--- src/hdl/fud_pkg.sv ---
`default_nettype none
// ----------------------------------------------------------------------------
// fud_pkg
// Types, character codes and helpers shared by the form body decoder.
// ----------------------------------------------------------------------------
package fud_pkg;

	localparam logic [7:0] CHAR_PLUS  = 8'h2B;
	localparam logic [7:0] CHAR_PCT   = 8'h25;
	localparam logic [7:0] CHAR_AMP   = 8'h26;
	localparam logic [7:0] CHAR_EQ    = 8'h3D;
	localparam logic [7:0] CHAR_SPACE = 8'h20;

	localparam int QUEUE_DEPTH = 4;
	localparam int PTR_W       = $clog2(QUEUE_DEPTH);
	localparam int CNT_W       = $clog2(QUEUE_DEPTH + 1);

	typedef enum logic [1:0] {
		KIND_NAME  = 2'd0,
		KIND_VALUE = 2'd1,
		KIND_END   = 2'd2
	} kind_t;

	typedef enum logic [1:0] {
		ESC_NONE  = 2'd0,
		ESC_PCT   = 2'd1,
		ESC_DIGIT = 2'd2
	} esc_t;

	typedef struct packed {
		logic [7:0] out_byte;
		kind_t      out_kind;
		logic       run_last;
		logic       form_done;
	} result_t;

	typedef struct packed {
		logic [1:0] count;
		result_t    first;
		result_t    second;
	} batch_t;

	typedef struct packed {
		logic       ok;
		logic [3:0] val;
	} hex_t;

	function automatic hex_t hex_digit(input logic [7:0] c);
		hex_t h;
		h.ok  = 1'b1;
		h.val = 4'd0;
		if (c >= 8'h30 && c <= 8'h39) begin
			h.val = c[3:0];
		end else if ((c >= 8'h41 && c <= 8'h46) || (c >= 8'h61 && c <= 8'h66)) begin
			h.val = c[3:0] + 4'd9;
		end else begin
			h.ok = 1'b0;
		end
		return h;
	endfunction

endpackage
`default_nettype wire

--- src/hdl/fud_if.sv ---
`default_nettype none
// ----------------------------------------------------------------------------
// fud_if
// Valid/ready stream interfaces for the raw body bytes and decoded results.
// ----------------------------------------------------------------------------
interface fud_body_if;
	logic       valid;
	logic       ready;
	logic [7:0] in_byte;
	logic       final_byte;

	modport source (output valid, output in_byte, output final_byte, input ready);
	modport sink (input valid, input in_byte, input final_byte, output ready);
endinterface

interface fud_result_if;
	logic       valid;
	logic       ready;
	logic [7:0] out_byte;
	logic [1:0] out_kind;
	logic       run_last;
	logic       form_done;

	modport source (output valid, output out_byte, output out_kind, output run_last,
		output form_done, input ready);
	modport sink (input valid, input out_byte, input out_kind, input run_last,
		input form_done, output ready);
endinterface
`default_nettype wire

--- src/hdl/fud_decode.sv ---
`default_nettype none
// ----------------------------------------------------------------------------
// fud_decode
// Pair and escape state, and the results produced by one accepted body byte.
// ----------------------------------------------------------------------------
module fud_decode import fud_pkg::*; (
	input  wire logic       clk,
	input  wire logic       arst_n,
	input  wire logic       accept,
	input  wire logic [7:0] in_byte,
	input  wire logic       final_byte,
	output batch_t          batch
);

	logic       value_q;
	esc_t       esc_q;
	logic [3:0] nib_q;
	logic       nib_ok_q;

	logic       value_d;
	esc_t       esc_d;
	logic [3:0] nib_d;
	logic       nib_ok_d;

	logic       emit_v;
	logic [7:0] emit_byte;
	kind_t      emit_kind;
	logic       pad_v;
	logic       end_v;
	logic       end_done;
	hex_t       hex;
	result_t    slot_a;
	result_t    slot_end;

	always_comb begin
		hex       = hex_digit(in_byte);
		value_d   = value_q;
		esc_d     = esc_q;
		nib_d     = nib_q;
		nib_ok_d  = nib_ok_q;
		emit_v    = 1'b0;
		emit_byte = in_byte;
		emit_kind = KIND_VALUE;
		pad_v     = 1'b0;
		end_v     = 1'b0;
		end_done  = 1'b1;

		if (in_byte == CHAR_AMP) begin
			pad_v    = (esc_q != ESC_NONE);
			end_v    = 1'b1;
			end_done = final_byte;
		end else begin
			if (!value_q) begin
				if (in_byte == CHAR_EQ) begin
					value_d = 1'b1;
				end else begin
					emit_v    = 1'b1;
					emit_kind = KIND_NAME;
				end
			end else begin
				unique case (esc_q)
					ESC_PCT: begin
						nib_ok_d = hex.ok;
						nib_d    = hex.val;
						esc_d    = ESC_DIGIT;
					end
					ESC_DIGIT: begin
						emit_v    = 1'b1;
						emit_byte = (hex.ok && nib_ok_q) ? {nib_q, hex.val} : 8'h00;
						esc_d     = ESC_NONE;
						nib_d     = 4'd0;
						nib_ok_d  = 1'b0;
					end
					default: begin
						priority if (in_byte == CHAR_PCT) begin
							esc_d = ESC_PCT;
						end else if (in_byte == CHAR_PLUS) begin
							emit_v    = 1'b1;
							emit_byte = CHAR_SPACE;
						end else begin
							emit_v = 1'b1;
						end
					end
				endcase
			end
			if (final_byte) begin
				pad_v = (esc_d != ESC_NONE);
				end_v = 1'b1;
			end
		end

		if (end_v) begin
			value_d  = 1'b0;
			esc_d    = ESC_NONE;
			nib_d    = 4'd0;
			nib_ok_d = 1'b0;
		end

		slot_a.out_byte  = emit_v ? emit_byte : 8'h00;
		slot_a.out_kind  = emit_v ? emit_kind : KIND_VALUE;
		slot_a.run_last  = !end_v;
		slot_a.form_done = 1'b0;

		slot_end.out_byte  = 8'h00;
		slot_end.out_kind  = KIND_END;
		slot_end.run_last  = 1'b1;
		slot_end.form_done = end_done;

		batch.second = slot_end;
		if (emit_v || pad_v) begin
			batch.first = slot_a;
			batch.count = end_v ? 2'd2 : 2'd1;
		end else begin
			batch.first = slot_end;
			batch.count = end_v ? 2'd1 : 2'd0;
		end
		if (!accept) begin
			batch.count = 2'd0;
		end
	end

	always_ff @(posedge clk or negedge arst_n) begin
		if (!arst_n) begin
			value_q  <= 1'b0;
			esc_q    <= ESC_NONE;
			nib_q    <= 4'd0;
			nib_ok_q <= 1'b0;
		end else if (accept) begin
			value_q  <= value_d;
			esc_q    <= esc_d;
			nib_q    <= nib_d;
			nib_ok_q <= nib_ok_d;
		end
	end

endmodule
`default_nettype wire

--- src/hdl/fud_queue.sv ---
`default_nettype none
// ----------------------------------------------------------------------------
// fud_queue
// Result queue that takes up to two results per cycle and gives one per beat.
// ----------------------------------------------------------------------------
module fud_queue import fud_pkg::*; (
	input  wire logic   clk,
	input  wire logic   arst_n,
	input  wire batch_t batch,
	input  wire logic   pop,
	output logic        space,
	output logic        head_valid,
	output result_t     head
);

	result_t            mem [QUEUE_DEPTH];
	logic [PTR_W-1:0]   wr_ptr_q;
	logic [PTR_W-1:0]   rd_ptr_q;
	logic [CNT_W-1:0]   count_q;
	logic               do_pop;

	assign head_valid = (count_q != '0);
	assign head       = mem[rd_ptr_q];
	assign space      = (count_q <= CNT_W'(QUEUE_DEPTH - 2));
	assign do_pop     = pop && head_valid;

	always_ff @(posedge clk) begin
		if (batch.count != 2'd0) begin
			mem[wr_ptr_q] <= batch.first;
		end
		if (batch.count == 2'd2) begin
			mem[wr_ptr_q + PTR_W'(1)] <= batch.second;
		end
	end

	always_ff @(posedge clk or negedge arst_n) begin
		if (!arst_n) begin
			wr_ptr_q <= '0;
			rd_ptr_q <= '0;
			count_q  <= '0;
		end else begin
			wr_ptr_q <= wr_ptr_q + PTR_W'(batch.count);
			rd_ptr_q <= rd_ptr_q + PTR_W'(do_pop);
			count_q  <= count_q + CNT_W'(batch.count) - CNT_W'(do_pop);
		end
	end

`ifndef SYNTHESIS
	a_count_bound: assert property (@(posedge clk) disable iff (!arst_n)
		count_q <= CNT_W'(QUEUE_DEPTH))
		else $error("result queue holds more than its depth");

	a_no_overflow: assert property (@(posedge clk) disable iff (!arst_n)
		(batch.count != 2'd0) |-> space)
		else $error("results written while the queue lacks room");

	a_run_whole: assert property (@(posedge clk) disable iff (!arst_n)
		(do_pop && !head.run_last) |-> (count_q >= CNT_W'(2)))
		else $error("run continues but its next result is missing");
`endif

endmodule
`default_nettype wire

--- src/hdl/form_urlencoded_decoder_top.sv ---
`default_nettype none
// ----------------------------------------------------------------------------
// form_urlencoded_decoder_top
// Decodes a form-encoded body into tagged name bytes, value bytes and pair ends.
//
//   Channel   Role     Beat
//   body      sink     in_byte, final_byte
//   result    source   out_byte, out_kind, run_last, form_done
//
// One body beat is taken per cycle while the result queue has room for two.
// A byte is decoded in the cycle it is taken; its results are registered into the result queue.
// Each body beat gives zero to two result beats, one result beat per cycle while result.ready is high.
// Reset clears the pair and escape state and empties the queue.
// A stalled result side fills the four-entry queue until fewer than two entries are free, then holds off body beats.
// ----------------------------------------------------------------------------
module form_urlencoded_decoder_top import fud_pkg::*; (
	input  wire logic     clk,
	input  wire logic     arst_n,
	fud_body_if.sink      body,
	fud_result_if.source  result
);

	batch_t  batch;
	result_t head;
	logic    space;
	logic    head_valid;
	logic    accept;

	assign body.ready = space;
	assign accept     = body.valid && space;

	fud_decode u_decode (
		.clk        (clk),
		.arst_n     (arst_n),
		.accept     (accept),
		.in_byte    (body.in_byte),
		.final_byte (body.final_byte),
		.batch      (batch)
	);

	fud_queue u_queue (
		.clk        (clk),
		.arst_n     (arst_n),
		.batch      (batch),
		.pop        (result.ready),
		.space      (space),
		.head_valid (head_valid),
		.head       (head)
	);

	assign result.valid     = head_valid;
	assign result.out_byte  = head.out_byte;
	assign result.out_kind  = head.out_kind;
	assign result.run_last  = head.run_last;
	assign result.form_done = head.form_done;

endmodule
`default_nettype wire
--- src/flat_wrapper.sv ---
// flat-port wrapper written by rule: the top's interface ports become plain ports
module form_urlencoded_decoder_top_flat import fud_pkg::*;
  (clk, arst_n, body_valid, body_in_byte, body_final_byte, body_ready, result_valid, result_out_byte, result_out_kind, result_run_last, result_form_done, result_ready);
  fud_body_if body_i ();
  fud_result_if result_i ();
  input  wire logic clk;
  input  wire logic arst_n;
  input wire logic [$bits(body_i.valid)-1:0] body_valid;
  input wire logic [$bits(body_i.in_byte)-1:0] body_in_byte;
  input wire logic [$bits(body_i.final_byte)-1:0] body_final_byte;
  output wire logic [$bits(body_i.ready)-1:0] body_ready;
  output wire logic [$bits(result_i.valid)-1:0] result_valid;
  output wire logic [$bits(result_i.out_byte)-1:0] result_out_byte;
  output wire logic [$bits(result_i.out_kind)-1:0] result_out_kind;
  output wire logic [$bits(result_i.run_last)-1:0] result_run_last;
  output wire logic [$bits(result_i.form_done)-1:0] result_form_done;
  input wire logic [$bits(result_i.ready)-1:0] result_ready;
  assign body_i.valid = body_valid;
  assign body_i.in_byte = body_in_byte;
  assign body_i.final_byte = body_final_byte;
  assign body_ready = body_i.ready;
  assign result_valid = result_i.valid;
  assign result_out_byte = result_i.out_byte;
  assign result_out_kind = result_i.out_kind;
  assign result_run_last = result_i.run_last;
  assign result_form_done = result_i.form_done;
  assign result_i.ready = result_ready;
  form_urlencoded_decoder_top u_core (.clk(clk), .arst_n(arst_n), .body(body_i), .result(result_i));
endmodule
--- config.mk ---
export PLATFORM = sky130hd
export DESIGN_NAME = form_urlencoded_decoder_top_flat
export DESIGN_NICKNAME = d
export VERILOG_FILES = /design/src/hdl/fud_pkg.sv /design/src/hdl/fud_if.sv /design/src/hdl/fud_decode.sv /design/src/hdl/fud_queue.sv /design/src/hdl/form_urlencoded_decoder_top.sv /design/src/flat_wrapper.sv
export SDC_FILE = /design/constraint.sdc
export NUM_CORES = 1
export LEC_CHECK = 0
export BUFFER_PORTS_ARGS = -buffer_cell sky130_fd_sc_hd__buf_2
export CAP_MARGIN = 10
export CORE_MARGIN = 5
export CORE_UTILIZATION = 60
export CTS_BUF_LIST = sky130_fd_sc_hd__clkbuf_16
export DETAILED_ROUTE_END_ITERATION = 8
export PLACE_DENSITY_LB_ADDON = 0.3
export SKIP_CTS_REPAIR_TIMING = 1
export SKIP_LAST_GASP = 1
export SLEW_MARGIN = 25
export SYNTH_ARGS = -nofsm -noshare
export SYNTH_HDL_FRONTEND = slang
export SYNTH_HIERARCHICAL = 1
export SYNTH_SLANG_ARGS = --single-unit
--- constraint.sdc ---
create_clock -name clk -period 4.8 [get_ports clk]
set_input_delay 0.24 -clock clk [delete_from_list [all_inputs] [get_ports clk]]
set_output_delay 0.24 -clock clk [all_outputs]
set_load 0.05 [all_outputs]
==> results.txt <==
Averaged over all synthesized cells, the footprint is 13.44 sq um. The type of the most critical hold path is in2reg. Of the total power, the share spent switching nets is 0.3844. The number of pins exceeding their max-slew limit in the final report is 0. The hold slack is 210.4 ps. The static leakage came out at 1.732 nW.

The clock period minus final worst setup slack came out at 3873 ps. The layer flagged by global routing as most heavily used is met2. The number of rows created at floorplan came out at 30. The number of nets with antenna violations after detailed routing is 0. The flow ran to the end, and the final reports show no timing, DRC or antenna violations. The share of total power dissipated in the clock network is 0.265. The worst setup path is captured at a flip-flop. 0 antenna diodes ended up in the layout. The total wire length after detailed routing is 8185 microns. Headroom to the max-slew limit came out at 0.4165. The maximum number of pins on one net before global-route repair came out at 16. The number of distinct library cells after synthesis came out at 65.

The share of the clock period used by the worst path is 0.8069. Yosys attributes the largest share of cell area to sky130_fd_sc_hd__edfxtp_1, sky130_fd_sc_hd__mux2_4, sky130_fd_sc_hd__dfrtp_1. Detailed routing inserted a total of 2573 vias. The fill cell instance count of the final layout came out at 482. The critical path goes through inv_1 -> ha_1 -> nor2b_1 -> o211ai_1 -> a22oi_2 -> o211ai_1 -> ha_1 -> and2_1 -> nand4b_2 -> o31ai_4. For this design, the slowest cell found on the critical path is sky130_fd_sc_hd__nand4b_2. The global-route congestion overflow total is 0. The number of buffers added by the clock tree synthesis step is 9. The switching power is 0.9035 mW.

The post-route total power is 2.351 mW. The clock drives 63 sinks. The length of the first detailed-routing pass in iterations came out at 4. From synthesis to final layout, the design area changed by 9.893%. The area enclosed by the die boundary is 8582 sq um. For this design the ratio of total power to cell area is 522.0 nW/um^2. The last weighted congestion value of the routability-driven placer came out at 0.9099. The met1 usage in global routing came out at 0.2516. Static timing analysis puts the maximum clock frequency at 0.2582 GHz. The final core utilization came out at 0.6702. The internal power consumption came out at 1.447 mW. The first global-routing pass estimated 13440 microns of wire. The final count of hold timing violations is 0. The kind of cell with the highest combined delay along the critical path is compound AO/OA/AOI/OAI gates.

The floorplan die height came out at 92.64 microns. The depth of the CTS H-tree is 3. The sequential cells in the finished layout cover a total of 1817 sq um.

The maximum vdd ir drop came out at 0.2545 mV. The fraction of power consumed by combinational cells came out at 0.376. The setup TNS is 0 ps. The largest stage delay on the critical path is 660 ps. The detailed-placement wirelength estimate came out at 5821 microns.

The initial antenna violation count is 0. The global-route total usage across every layer is 0.2068. The maximum fanout along the worst path is 13.

The average wire per standard cell came out at 19.77 microns. Summed over all instances, the cell type with the most area after synthesis is sky130_fd_sc_hd__edfxtp_1. The most frequently used flop master after synthesis is sky130_fd_sc_hd__edfxtp_1.

The post-route DRC violation count came out at 0. The cell chosen for the clock root is sky130_fd_sc_hd__clkbuf_16. The instance count of the mapped netlist came out at 305. Counting instances, the worst hold path has a depth of 3. The core footprint came out at 6719 sq um. The count of final setup violators came out at 0. The share of flip-flops with an asynchronous set or reset after synthesis is 0.2381. For the final database, setup skew stands at 8.412 ps.

Yosys printed 6 warnings. The sequential fraction of design power came out at 0.359. The post-place instance area came out at 4195 sq um. The summed instance area of the synthesized netlist came out at 4098 sq um.

The slew at the pin closest to its max-slew limit came out at 875.2 ps. Data on the critical path arrives at its endpoint at 3820 ps. In the final layout, the multi-input gates occupy 2071 sq um. The max-cap check violation count is 0. The number of synthesized register bits came out at 63. The area of all placed cells without fillers is 4503 sq um.

The via count of the first global-routing pass came out at 2603. The quantity of I/O buffers inserted on ports is 26. OpenSTA, run right after detailed placement, puts the worst setup slack at 858.1 ps. By count the netlist is led by sky130_fd_sc_hd__edfxtp_1, sky130_fd_sc_hd__mux2_4, sky130_fd_sc_hd__buf_4, sky130_fd_sc_hd__dfrtp_1, sky130_fd_sc_hd__inv_1. The placed cell count is 397.

Measured along the x axis, the die boundary spans 92.64 microns. The initial DRC count is 140. The met2 usage in global routing is 0.3456. Using the TritonRoute via totals, the vias-per-cell ratio works out to 6.215. The worst setup path is of the reg2reg kind. STA classifies the critical path startpoint as a flip-flop. The count of flip-flops with a built-in enable after synthesis is 48. The insertion delay to the later sink of the worst-skew pair is 320 ps. TritonCTS built the clock tree. Setup repair after global routing left no endpoint under its margin. The clock passes through at most 2 buffers. Data on the critical path is required at its endpoint by 4750 ps. The fraction of met3 tracks used by global routing came out at 0.03818. The count of nets after finishing came out at 354. Of the synthesized area, sequential elements account for 0.4434.

The number of ports placed on the die boundary is 27. In the final layout, the share of cells above drive strength 1 is 0.3383. The number of buffers and inverters on the critical path is 1. Once layout is complete, the cells apart from fillers number 414. The clock-pin transition on the worst setup and hold timing paths came out at 60 ps. The length in cells of the worst reg-to-reg path is 10. The share of synthesized area in the top cell type comes to 0.3518. The critical path crosses 10 cells after its start point. The starting density of the core is 0.6099. The least setup slack across all paths after layout came out at 926.7 ps. sky130_fd_sc_hd__edfxtp_1 is the most common cell in the netlist.
-- power groups by stage --
stage	logic (mW)	registers (mW)	clock network, mW
5_1_grt	0.944	0.862	0.661
3_3_place_gp	0.875	0.847	0
6_report	0.884	0.844	0.623
3_5_place_dp	0.882	0.857	0
4_1_cts	0.883	0.846	0.635
2_1_floorplan	0.803	0.766	0
-- layout make-up --
| class | count | area share |
|---|---|---|
| clock buffer | 9 | 0.05001 |
| clock inverter | 7 | 0.01417 |
| inverter | 15 | 0.01250 |
| multi-input combinational | 209 | 0.4599 |
| sequential | 63 | 0.4034 |
| tap | 80 | 0.02223 |
| timing repair buffer | 31 | 0.03779 |
-- cell families (layout without fill, tap and decap cells) --
group	Yosys count	after routing	synth area share
AND/OR/NAND/NOR	58	58	0.1023
flip-flops	63	63	0.4434
other	2	11	0.001833
XOR/XNOR	7	7	0.01496
buffers and inverters	42	62	0.06290
adder cells (fa/ha/maj)	12	12	0.03847
multiplexers	63	63	0.2308
AO/OA/AOI/OAI	58	58	0.1053
-- flip-flops by register name, summed over array words and instances (netlist names) --
| signal | flops |
|---|---|
| u_core/u_queue/mem | 48 |
| u_core/u_decode/nib_q | 4 |
| u_core/u_queue/count_q | 3 |
| u_core/u_decode/esc_q | 2 |
| u_core/u_queue/rd_ptr_q | 2 |
| u_core/u_queue/wr_ptr_q | 2 |
| u_core/u_decode/nib_ok_q | 1 |
| u_core/u_decode/value_q | 1 |
-- path summary, 6_finish.rpt --
| check | start | endpoint | slack (ps) |
|---|---|---|---|
| min in group asynchronous | arst_n | u_core/u_queue/rd_ptr_q[0] | 360 |
| setup reg to reg | u_core/u_decode/esc_q[1] | u_core/u_queue/mem[0][0] | 930 |
| hold / removal | result_ready | u_core/u_queue/rd_ptr_q[0] | 210 |
| hold reg to reg | u_core/u_decode/nib_q[0] | u_core/u_decode/nib_q[0] | 500 |
| max in group asynchronous | arst_n | u_core/u_queue/count_q[2] | 4190 |
| setup / recovery | u_core/u_decode/esc_q[1] | u_core/u_queue/mem[0][0] | 930 |
-- worst register-to-register path: stages, from the launching register on --
cell                       delay [ps]
sky130_fd_sc_hd__dfrtp_1          400
sky130_fd_sc_hd__inv_1            100
sky130_fd_sc_hd__ha_1             420
sky130_fd_sc_hd__nor2b_1          170
sky130_fd_sc_hd__o211ai_1         130
sky130_fd_sc_hd__a22oi_2          470
sky130_fd_sc_hd__o211ai_1         180
sky130_fd_sc_hd__ha_1             310
sky130_fd_sc_hd__and2_1           250
sky130_fd_sc_hd__nand4b_2         660
sky130_fd_sc_hd__o31ai_4          420
-- routing by layer --
metal	part of all wire	routed length (microns)	vias up
met5	0	0	-
met4	0.039	316	0
met3	0.028	230	21
met2	0.50	4054	68
met1	0.44	3583	1270
li1	-	-	1214
-- layout by cell type (no fill, tap or decap), types with 5 or more instances in the layout --
master                      Yosys  routed
sky130_fd_sc_hd__edfxtp_1      48      48
sky130_fd_sc_hd__mux2_4        28      28
sky130_fd_sc_hd__buf_2          4      26
sky130_fd_sc_hd__inv_1         15      15
sky130_fd_sc_hd__dfrtp_1       15      15
sky130_fd_sc_hd__nand2_1       13      13
sky130_fd_sc_hd__a21oi_1       12      12
sky130_fd_sc_hd__mux4_2        12      12
sky130_fd_sc_hd__ha_1          11      11
sky130_fd_sc_hd__conb_1         2      11
sky130_fd_sc_hd__o211ai_1      10      10
sky130_fd_sc_hd__mux2_2        10      10
sky130_fd_sc_hd__mux2_1        10      10
sky130_fd_sc_hd__clkbuf_16      0       9
sky130_fd_sc_hd__xnor2_1        6       6
sky130_fd_sc_hd__a31oi_1        5       5
sky130_fd_sc_hd__nor2_1         5       5
Power figures use the tool's default switching activity.
